[config.mk]
export PLATFORM = sky130hd
export DESIGN_NAME = record_sort_engine_top
export DESIGN_NICKNAME = d
export VERILOG_FILES = /design/src/hdl/rse_pkg.sv /design/src/hdl/record_sort_engine_top.sv
export SDC_FILE = /design/constraint.sdc
export NUM_CORES = 2
export LEC_CHECK = 0
export BUFFER_PORTS_ARGS = -buffer_cell sky130_fd_sc_hd__buf_2
export CAP_MARGIN = 40
export CORE_ASPECT_RATIO = 0.8
export CORE_UTILIZATION = 35
export DETAILED_ROUTE_END_ITERATION = 8
export PLACE_DENSITY = 0.45
export SYNTH_ARGS = -nofsm -noshare
export SYNTH_HDL_FRONTEND = slang
export SYNTH_SLANG_ARGS = --single-unit
[constraint.sdc]
create_clock -name clk -period 22.3 [get_ports clk]
set_clock_uncertainty 0.05 [all_clocks]
set_input_delay 5.575 -clock clk [delete_from_list [all_inputs] [get_ports clk]]
set_output_delay 5.575 -clock clk [all_outputs]
set_load 0.02 [all_outputs]
[src/hdl/rse_pkg.sv]
package rse_pkg;

    localparam int MAX_RECORDS = 64;
    localparam int IDX_W = $clog2(MAX_RECORDS);
    localparam int CNT_W = $clog2(MAX_RECORDS + 1);
    localparam int KEY_W = 32;
    localparam int PAY_W = 32;
    localparam int REC_W = KEY_W + PAY_W;

    typedef logic [1:0] algo_t;
    localparam algo_t ALGO_BUBBLE    = 2'd0;
    localparam algo_t ALGO_SELECTION = 2'd1;
    localparam algo_t ALGO_INSERTION = 2'd2;
    localparam algo_t ALGO_NONE      = 2'd3;

    typedef enum logic [8:0] {
        ST_LOAD   = 9'b000000001,
        ST_RD_A   = 9'b000000010,
        ST_RD_B   = 9'b000000100,
        ST_CMP    = 9'b000001000,
        ST_WR_A   = 9'b000010000,
        ST_WR_B   = 9'b000100000,
        ST_NEXT   = 9'b001000000,
        ST_OUT_RD = 9'b010000000,
        ST_OUT    = 9'b100000000
    } state_t;

    // signed a > b
    function automatic logic key_gt(input logic [KEY_W-1:0] a, input logic [KEY_W-1:0] b);
        key_gt = $signed(a) > $signed(b);
    endfunction

endpackage

[src/hdl/record_sort_engine_top.sv]
// record_sort_engine_top: collects records and emits them sorted by key.
// Input word (s_axis): tdata = {payload, key}, tlast marks the last record.
// Output word (m_axis): tdata = {payload_res, key_res}, tlast = last_res,
// tuser = dropped (set on every word of a set that lost records).
// algorithm (2 bits, via cfg_we/cfg_wdata): 0 bubble, 1 selection,
// 2 insertion, 3 arrival order. Write only while idle.
// Records are stored into a 64-entry memory, one per cycle while loading.
// After tlast the block stops taking words and sorts with one comparator,
// one read port and one write port. Bubble: each compare reads two records
// and writes them back swapped when out of order. Selection: each pass scans
// for the minimum and then swaps it into place. Insertion: larger records
// shift up to make room for each key. Sets of one record or mode 3 skip sorting.
// Each output word is loaded only after the previous one is taken.
// Records past capacity are discarded and flagged.
// The output register holds a word until m_axis_tready; the sequencer
// waits while the receiver stalls. Reset clears count, flag, state and
// the algorithm register; memory contents are not reset.
module record_sort_engine_top
    import rse_pkg::*;
(
    input  logic        clk,
    input  logic        rst_n,
    input  logic        cfg_we,
    input  logic [1:0]  cfg_wdata,
    input  logic        s_axis_tvalid,
    output logic        s_axis_tready,
    input  logic [63:0] s_axis_tdata,   // key[31:0], payload[63:32]
    input  logic        s_axis_tlast,   // last
    output logic        m_axis_tvalid,
    input  logic        m_axis_tready,
    output logic [63:0] m_axis_tdata,   // key_res[31:0], payload_res[63:32]
    output logic        m_axis_tlast,   // last_res
    output logic        m_axis_tuser    // dropped
);

    logic [REC_W-1:0] mem [MAX_RECORDS];

    state_t           state_reg, state_next;
    algo_t            algo_reg;
    logic [CNT_W-1:0] cnt_reg, cnt_next;
    logic             ovf_reg, ovf_next;
    logic [IDX_W-1:0] i_reg, i_next, j_reg, j_next, m_reg, m_next;
    logic [REC_W-1:0] a_reg, a_next, b_reg, b_next;   // operand records
    logic [REC_W-1:0] rd_reg;
    logic             swap_reg, swap_next;
    logic             ov_reg, ov_next;
    logic [REC_W-1:0] od_reg;
    logic             ol_reg;
    logic             we;
    logic [IDX_W-1:0] wa, ra;
    logic [REC_W-1:0] wd;
    logic             out_take;

    assign s_axis_tready = (state_reg == ST_LOAD);
    assign m_axis_tvalid = ov_reg;
    assign m_axis_tdata  = od_reg;
    assign m_axis_tlast  = ol_reg;
    assign m_axis_tuser  = ovf_reg;
    assign out_take      = ov_reg & m_axis_tready;

    // write-first: a read of the address being written returns the new word
    always_ff @(posedge clk)
    begin
        if (we)
            mem[wa] <= wd;
        if (we && wa == ra)
            rd_reg <= wd;
        else
            rd_reg <= mem[ra];
    end

    always_ff @(posedge clk or negedge rst_n)
    begin
        if (!rst_n)
        begin
            state_reg <= ST_LOAD;
            algo_reg  <= ALGO_BUBBLE;
            cnt_reg   <= '0;
            ovf_reg   <= 1'b0;
            ov_reg    <= 1'b0;
        end
        else
        begin
            state_reg <= state_next;
            cnt_reg   <= cnt_next;
            ovf_reg   <= ovf_next;
            ov_reg    <= ov_next;
            if (cfg_we)
                algo_reg <= cfg_wdata;
        end
    end

    always_ff @(posedge clk)
    begin
        i_reg    <= i_next;
        j_reg    <= j_next;
        m_reg    <= m_next;
        a_reg    <= a_next;
        b_reg    <= b_next;
        swap_reg <= swap_next;
        if (state_reg == ST_OUT_RD)
        begin
            od_reg <= rd_reg;
            ol_reg <= ({1'b0, i_reg} == cnt_reg - 1'b1);
        end
    end

    logic [CNT_W-1:0] n1;
    logic [CNT_W-1:0] bub_lim;
    assign n1      = cnt_reg - 1'b1;
    assign bub_lim = n1 - {1'b0, i_reg};

    // sequencer
    // bubble: RD_A j, RD_B j+1, CMP, WR j / j+1 when swapped
    // selection: A = min record (addr m), B = record j; at end swap i,m
    // insertion: A = key held (record i), B = record j-1; shift up
    always_comb
    begin
        state_next = state_reg;
        cnt_next   = cnt_reg;
        ovf_next   = ovf_reg;
        i_next     = i_reg;
        j_next     = j_reg;
        m_next     = m_reg;
        a_next     = a_reg;
        b_next     = b_reg;
        swap_next  = swap_reg;
        ov_next    = ov_reg;
        we         = 1'b0;
        wa         = '0;
        wd         = '0;
        ra         = '0;
        case (state_reg)
            ST_LOAD:
            begin
                if (s_axis_tvalid)
                begin
                    if (cnt_reg < CNT_W'(MAX_RECORDS))
                    begin
                        we       = 1'b1;
                        wa       = cnt_reg[IDX_W-1:0];
                        wd       = s_axis_tdata;
                        cnt_next = cnt_reg + 1'b1;
                    end
                    else
                        ovf_next = 1'b1;
                    if (s_axis_tlast)
                    begin
                        i_next = '0;
                        if (algo_reg == ALGO_NONE || cnt_next < CNT_W'(2))
                            state_next = (cnt_next == '0) ? ST_LOAD : ST_OUT_RD;
                        else
                        begin
                            if (algo_reg == ALGO_INSERTION)
                            begin
                                i_next = IDX_W'(1);
                                j_next = IDX_W'(1);
                                ra     = IDX_W'(1);
                            end
                            else
                            begin
                                j_next = (algo_reg == ALGO_SELECTION) ? IDX_W'(1) : '0;
                                m_next = '0;
                            end
                            state_next = ST_RD_A;
                        end
                        if (cnt_next == '0)
                            ovf_next = 1'b0;
                    end
                end
                ra = i_next;
            end
            ST_RD_A:
            begin
                // issue read of first operand
                case (algo_reg)
                    ALGO_SELECTION: ra = m_reg;
                    ALGO_INSERTION: ra = i_reg;
                    default:        ra = j_reg;
                endcase
                state_next = ST_RD_B;
            end
            ST_RD_B:
            begin
                a_next = rd_reg;
                case (algo_reg)
                    ALGO_SELECTION: ra = j_reg;
                    ALGO_INSERTION: ra = j_reg - 1'b1;
                    default:        ra = j_reg + 1'b1;
                endcase
                state_next = ST_CMP;
            end
            ST_CMP:
            begin
                b_next = rd_reg;
                // single shared comparator
                case (algo_reg)
                    ALGO_INSERTION:
                        swap_next = key_gt(rd_reg[KEY_W-1:0], a_reg[KEY_W-1:0]);
                    default:
                        swap_next = key_gt(a_reg[KEY_W-1:0], rd_reg[KEY_W-1:0]);
                endcase
                state_next = ST_WR_A;
            end
            ST_WR_A:
            begin
                case (algo_reg)
                    ALGO_BUBBLE:
                    begin
                        if (swap_reg)
                        begin
                            we = 1'b1;
                            wa = j_reg;
                            wd = b_reg;
                        end
                        state_next = ST_WR_B;
                    end
                    ALGO_SELECTION:
                    begin
                        if (swap_reg)
                        begin
                            m_next = j_reg;
                            a_next = b_reg;
                        end
                        // record i is in rd_reg when the scan ends
                        ra         = i_reg;
                        state_next = ST_NEXT;
                    end
                    default:
                    begin
                        // insertion: shift record j-1 up, or place key at j
                        we = 1'b1;
                        wa = j_reg;
                        if (swap_reg)
                        begin
                            wd     = b_reg;
                            j_next = j_reg - 1'b1;
                            if (j_reg == IDX_W'(1))
                                state_next = ST_WR_B;
                            else
                            begin
                                ra         = j_reg - 2'd2;
                                state_next = ST_CMP;
                            end
                        end
                        else
                        begin
                            wd         = a_reg;
                            state_next = ST_NEXT;
                        end
                    end
                endcase
            end
            ST_WR_B:
            begin
                we = 1'b1;
                case (algo_reg)
                    ALGO_BUBBLE:
                    begin
                        we = swap_reg;
                        wa = j_reg + 1'b1;
                        wd = a_reg;
                        state_next = ST_NEXT;
                    end
                    ALGO_SELECTION:
                    begin
                        // write min to i (swap second half)
                        wa = i_reg;
                        wd = a_reg;
                        state_next = ST_NEXT;
                    end
                    default:
                    begin
                        wa = '0;
                        wd = a_reg;
                        state_next = ST_NEXT;
                    end
                endcase
            end
            ST_NEXT:
            begin
                state_next = ST_RD_A;
                case (algo_reg)
                    ALGO_BUBBLE:
                    begin
                        if ({1'b0, j_reg} + 1'b1 < bub_lim)
                            j_next = j_reg + 1'b1;
                        else if ({1'b0, i_reg} + 2'd2 < cnt_reg)
                        begin
                            i_next = i_reg + 1'b1;
                            j_next = '0;
                        end
                        else
                            state_next = ST_OUT_RD;
                    end
                    ALGO_SELECTION:
                    begin
                        if (j_reg == i_reg)
                        begin
                            // swap done: next pass
                            if ({1'b0, i_reg} + 2'd2 < cnt_reg)
                            begin
                                i_next = i_reg + 1'b1;
                                m_next = i_reg + 1'b1;
                                j_next = i_reg + 2'd2;
                            end
                            else
                                state_next = ST_OUT_RD;
                        end
                        else if ({1'b0, j_reg} + 1'b1 < cnt_reg)
                            j_next = j_reg + 1'b1;
                        else
                        begin
                            // scan done: write old i into m, then min into i
                            we     = 1'b1;
                            wa     = m_reg;
                            wd     = rd_reg;
                            j_next = i_reg;
                            state_next = ST_WR_B;
                        end
                    end
                    default:
                    begin
                        if ({1'b0, i_reg} + 1'b1 < cnt_reg)
                        begin
                            i_next = i_reg + 1'b1;
                            j_next = i_reg + 1'b1;
                        end
                        else
                            state_next = ST_OUT_RD;
                    end
                endcase
                if (state_next == ST_OUT_RD)
                begin
                    i_next = '0;
                    ra     = '0;
                end
            end
            ST_OUT_RD:
            begin
                // rd_reg holds record i; loaded into output register
                ov_next    = 1'b1;
                state_next = ST_OUT;
            end
            ST_OUT:
            begin
                ra = i_reg + 1'b1;
                if (out_take)
                begin
                    ov_next = 1'b0;
                    if ({1'b0, i_reg} + 1'b1 == cnt_reg)
                    begin
                        cnt_next   = '0;
                        ovf_next   = 1'b0;
                        state_next = ST_LOAD;
                    end
                    else
                    begin
                        i_next     = i_reg + 1'b1;
                        state_next = ST_OUT_RD;
                    end
                end
                else
                    ra = i_reg;
            end
            default:
                state_next = ST_LOAD;
        endcase
    end

`ifndef SYNTHESIS
    a_in_load: assert property (@(posedge clk) disable iff (!rst_n)
        s_axis_tready |-> !m_axis_tvalid)
        else $error("input taken while output pending");
    a_cnt_max: assert property (@(posedge clk) disable iff (!rst_n)
        cnt_reg <= CNT_W'(MAX_RECORDS))
        else $error("record count above capacity");
    a_last_end: assert property (@(posedge clk) disable iff (!rst_n)
        (m_axis_tvalid && m_axis_tready && m_axis_tlast) |=> s_axis_tready)
        else $error("no return to load after final word");
`endif

endmodule
==> metrics <==
status=complete, no violations; # IOs=140; drt wl/cell=33.4 um; syn avg cell area=20.2 um^2; DIE WIDTH=780 um; initial core utilization=35.1%; CTS Buf Count=437; I/O Buffers=139; Max Fclk=0.107 GHz; sequential standard cell area=0.130 mm^2; Hold Buf Count CTS=0; area share of the largest cell type after synthesis=76.3%; final hold violation count=0; Core Region=0.482 mm^2; fin area=0.196 mm^2; Worst Path Max Fanout=38; initial antenna violation count=52; layout cells sized above 1=22.7%; CP Capture Type=register; GRT overflow=0; largest net degree at the start of global routing=103; register share of total power=41.4%; setup ws final=12.98 ns; Worst EP arrival=9.92 ns; Synth cell types=85; die area=0.487 mm^2; dominant cell type by area after synthesis=edfxtp_1; Mapped Nets=8,559; first-pass GRT wire length=724 mm; RSZ-0062 raised after global routing=no; total number of vias=88,500; Row Count=228; Slew Viols, Final=0; CTS tree=built; Internal Pwr Total=16.0 mW; vias in the first global route=86,400; Netlist Area Pre-Place=0.169 mm^2; postcts setup bufs=0; max_cap viols=0; Fin Hold WS=0.439 ns; Synth Instances=8,408; Crit Path Class=input pin to register; Antenna Nets Post-Route=0; Avg Vias per Cell=5.62; TritonCTS Sinks=4,334; fraction of registers with async set/reset=0.461%; clk_lat worst skew=1.03 ns; Final Critical Period=9.32 ns; Post-synth EDFFs=4,308; Comb pwr share=29.0%; Rel. slew slack=17.3%; category of the worst setup path launch point=input pin; Layout area overhead=15.4%; RD Place Congestion=0.847; Final #Nets=9,071; CTS max path bufs=4; register area share after synthesis=76.7%; Worst-path clk slew=0.06 ns; chip height=624 um; most used flip-flop cell after synthesis=edfxtp_1; Setup WS pre-CTS=12.00 ns; PD cells=123 mW/mm^2; Ys Warns=0; Req. time, crit path=22.90 ns; reg2reg setup slack=14.41 ns; GRT Total Usage=21.1%; post-CTS sizing=0; Net Sw Frac=33.6%; net switching power=8.06 mW; multi-input logic area=0.0386 mm^2; Clock Power Share=29.6%; DRT Pass-1 Iters=8; final period utilization=41.8%; top cells by area, synth=edfxtp_1, mux4_2, mux2i_1; Peak supply drop=75.1 uV; # fillers=42,700; final WL=525 mm; Clk Tree Root Cell=clkbuf_16; initial drt markers=10,900; final core occ=40.6%; max reg flops=4,096; Hold WC Path Type=register to register; area post-placement=0.182 mm^2; remaining routing DRC violations=0; Leak=61.2 nW; Sum Neg Setup Slack=0 ns; Most flops, register=mem; flops & latches, synth=4,334; HPWL reported at the end of detailed placement=323 mm; H-tree levels=5; worst-margin pin slew=1.24 ns; endpoints failing setup=0
==> path summary, 6_finish.rpt <==
kind,start,endpoint,depth (start not counted)
min in group asynchronous,rst_n,cnt_reg[5],1
worst min register to register,m_axis_tuser,m_axis_tuser,1
worst min-delay path,m_axis_tuser,m_axis_tuser,1
worst max register to register,register,mem[47][34],12
max in group asynchronous,rst_n,state_reg[5],1
worst max-delay path,s_axis_tvalid,mem[55][63],12
==> cells in the mapped netlist, types with 17 or more instances <==
| library cell | number |
|---|---|
| mux4_2 | 721 |
| a211oi_1 | 35 |
| o21a_1 | 36 |
| a22o_1 | 102 |
| buf_1 | 61 |
| o22a_1 | 21 |
| clkbuf_1 | 263 |
| nand3_1 | 30 |
| o221ai_1 | 24 |
| nor4_1 | 79 |
| a21oi_1 | 108 |
| nand2_1 | 184 |
| edfxtp_1 | 4308 |
| o21ai_0 | 82 |
| mux2i_1 | 711 |
| nor2_1 | 277 |
| ha_1 | 78 |
| xnor2_1 | 29 |
| a31oi_1 | 18 |
| a222oi_1 | 59 |
| buf_4 | 52 |
| a221oi_1 | 89 |
| inv_1 | 75 |
| buf_2 | 116 |
| a22oi_1 | 57 |
| o41a_1 | 17 |
| dfrtp_1 | 19 |
| nor2b_1 | 60 |
| o22ai_1 | 389 |
| o41ai_1 | 36 |
| o211ai_1 | 23 |
| or4_1 | 63 |
==> final cells by class <==
| type | count | share of cell area (%) |
|---|---|---|
| clock buffer | 550 | 5.88 |
| sequential | 4334 | 66.5 |
| tap | 6440 | 4.12 |
| inverter | 78 | 0.152 |
| multi-input combinational | 3502 | 19.7 |
| timing repair buffer | 567 | 2.59 |
| clock inverter | 256 | 1.07 |
| antenna | 17 | 0.0217 |
==> layout by cell type, fill, tap and decap left out, types with 22 or more instances in the layout <==
cell       Yosys  layout
edfxtp_1    4308    4308
mux4_2       721     721
mux2i_1      711     711
clkbuf_16      0     443
o22ai_1      389     389
buf_4         52     327
nor2_1       277     215
nand2_1      184     155
buf_2        116     150
a21oi_1      108     108
clkbuf_1     263     105
clkinv_1       0     104
a22o_1       102     102
a221oi_1      89      89
clkinv_2       0      89
o21ai_0       82      82
ha_1          78      78
inv_1         75      74
or4_1         63      63
nor2_4         0      61
a222oi_1      59      59
a22oi_1       57      57
nor2b_1       60      53
buf_12         0      42
nor4_1        79      40
o21a_1        36      36
a211oi_1      35      35
xnor2_1       29      29
o41ai_1       36      29
buf_16         0      28
nand3_1       30      27
bufinv_16      0      26
o211ai_1      23      23
o221ai_4       0      22
==> metal layers <==
metal | GRT usage (%) | share of wire (%) | up-vias
met5 | 0 | 0.0025 | -
met4 | 3.23 | 1.4 | 2
met3 | 5.89 | 10 | 498
met2 | 28.9 | 41 | 3661
met1 | 33.6 | 48 | 47900
li1 | - | - | 36500
==> per-stage QoR <==
step                      power [mW]  instances
after CTS                       24.1      15700
after global routing            24.9      15700
after detailed placement        17.0      14900
after global placement          16.8      14800
final                           24.0      15700
after floorplan                 13.6       8408
==> power groups by stage <==
stage                     Combinational [mW]  Clock (mW)  Sequential (mW)
after detailed placement                6.87           0             10.1
final                                   6.96        7.12             9.94
after CTS                               6.89        7.27             9.93
after floorplan                         3.50           0             10.1
after global routing                    7.37        7.56             9.95
after global placement                  6.66           0             10.1
==> kinds of logic (layout without fill, tap and decap cells) <==
| group | Yosys count | after routing | synth area share [%] |
|---|---|---|---|
| AOI/OAI and AO/OA | 1158 | 1158 | 4.90 |
| xor gates and xnor gates | 33 | 33 | 0.171 |
| adders and majority gates | 79 | 79 | 0.588 |
| buffers and inverters | 572 | 1451 | 1.48 |
| DFF | 4334 | 4334 | 76.7 |
| muxes | 1444 | 1444 | 13.9 |
| other | 0 | 17 | 0 |
| and+or+nand+nor | 788 | 788 | 2.29 |
==> worst max-delay path, stage by stage <==
cell,delay (ns)
buf_2,0.13
nand2b_1,0.10
nor4_4,0.16
buf_4,0.55
a22oi_1,0.18
o21ai_1,0.17
a21oi_1,0.14
buf_4,0.23
or4b_1,0.85
nor2b_4,0.60
buf_4,0.46
buf_4,0.63
Note: power is estimated with default switching activity, not from simulation.
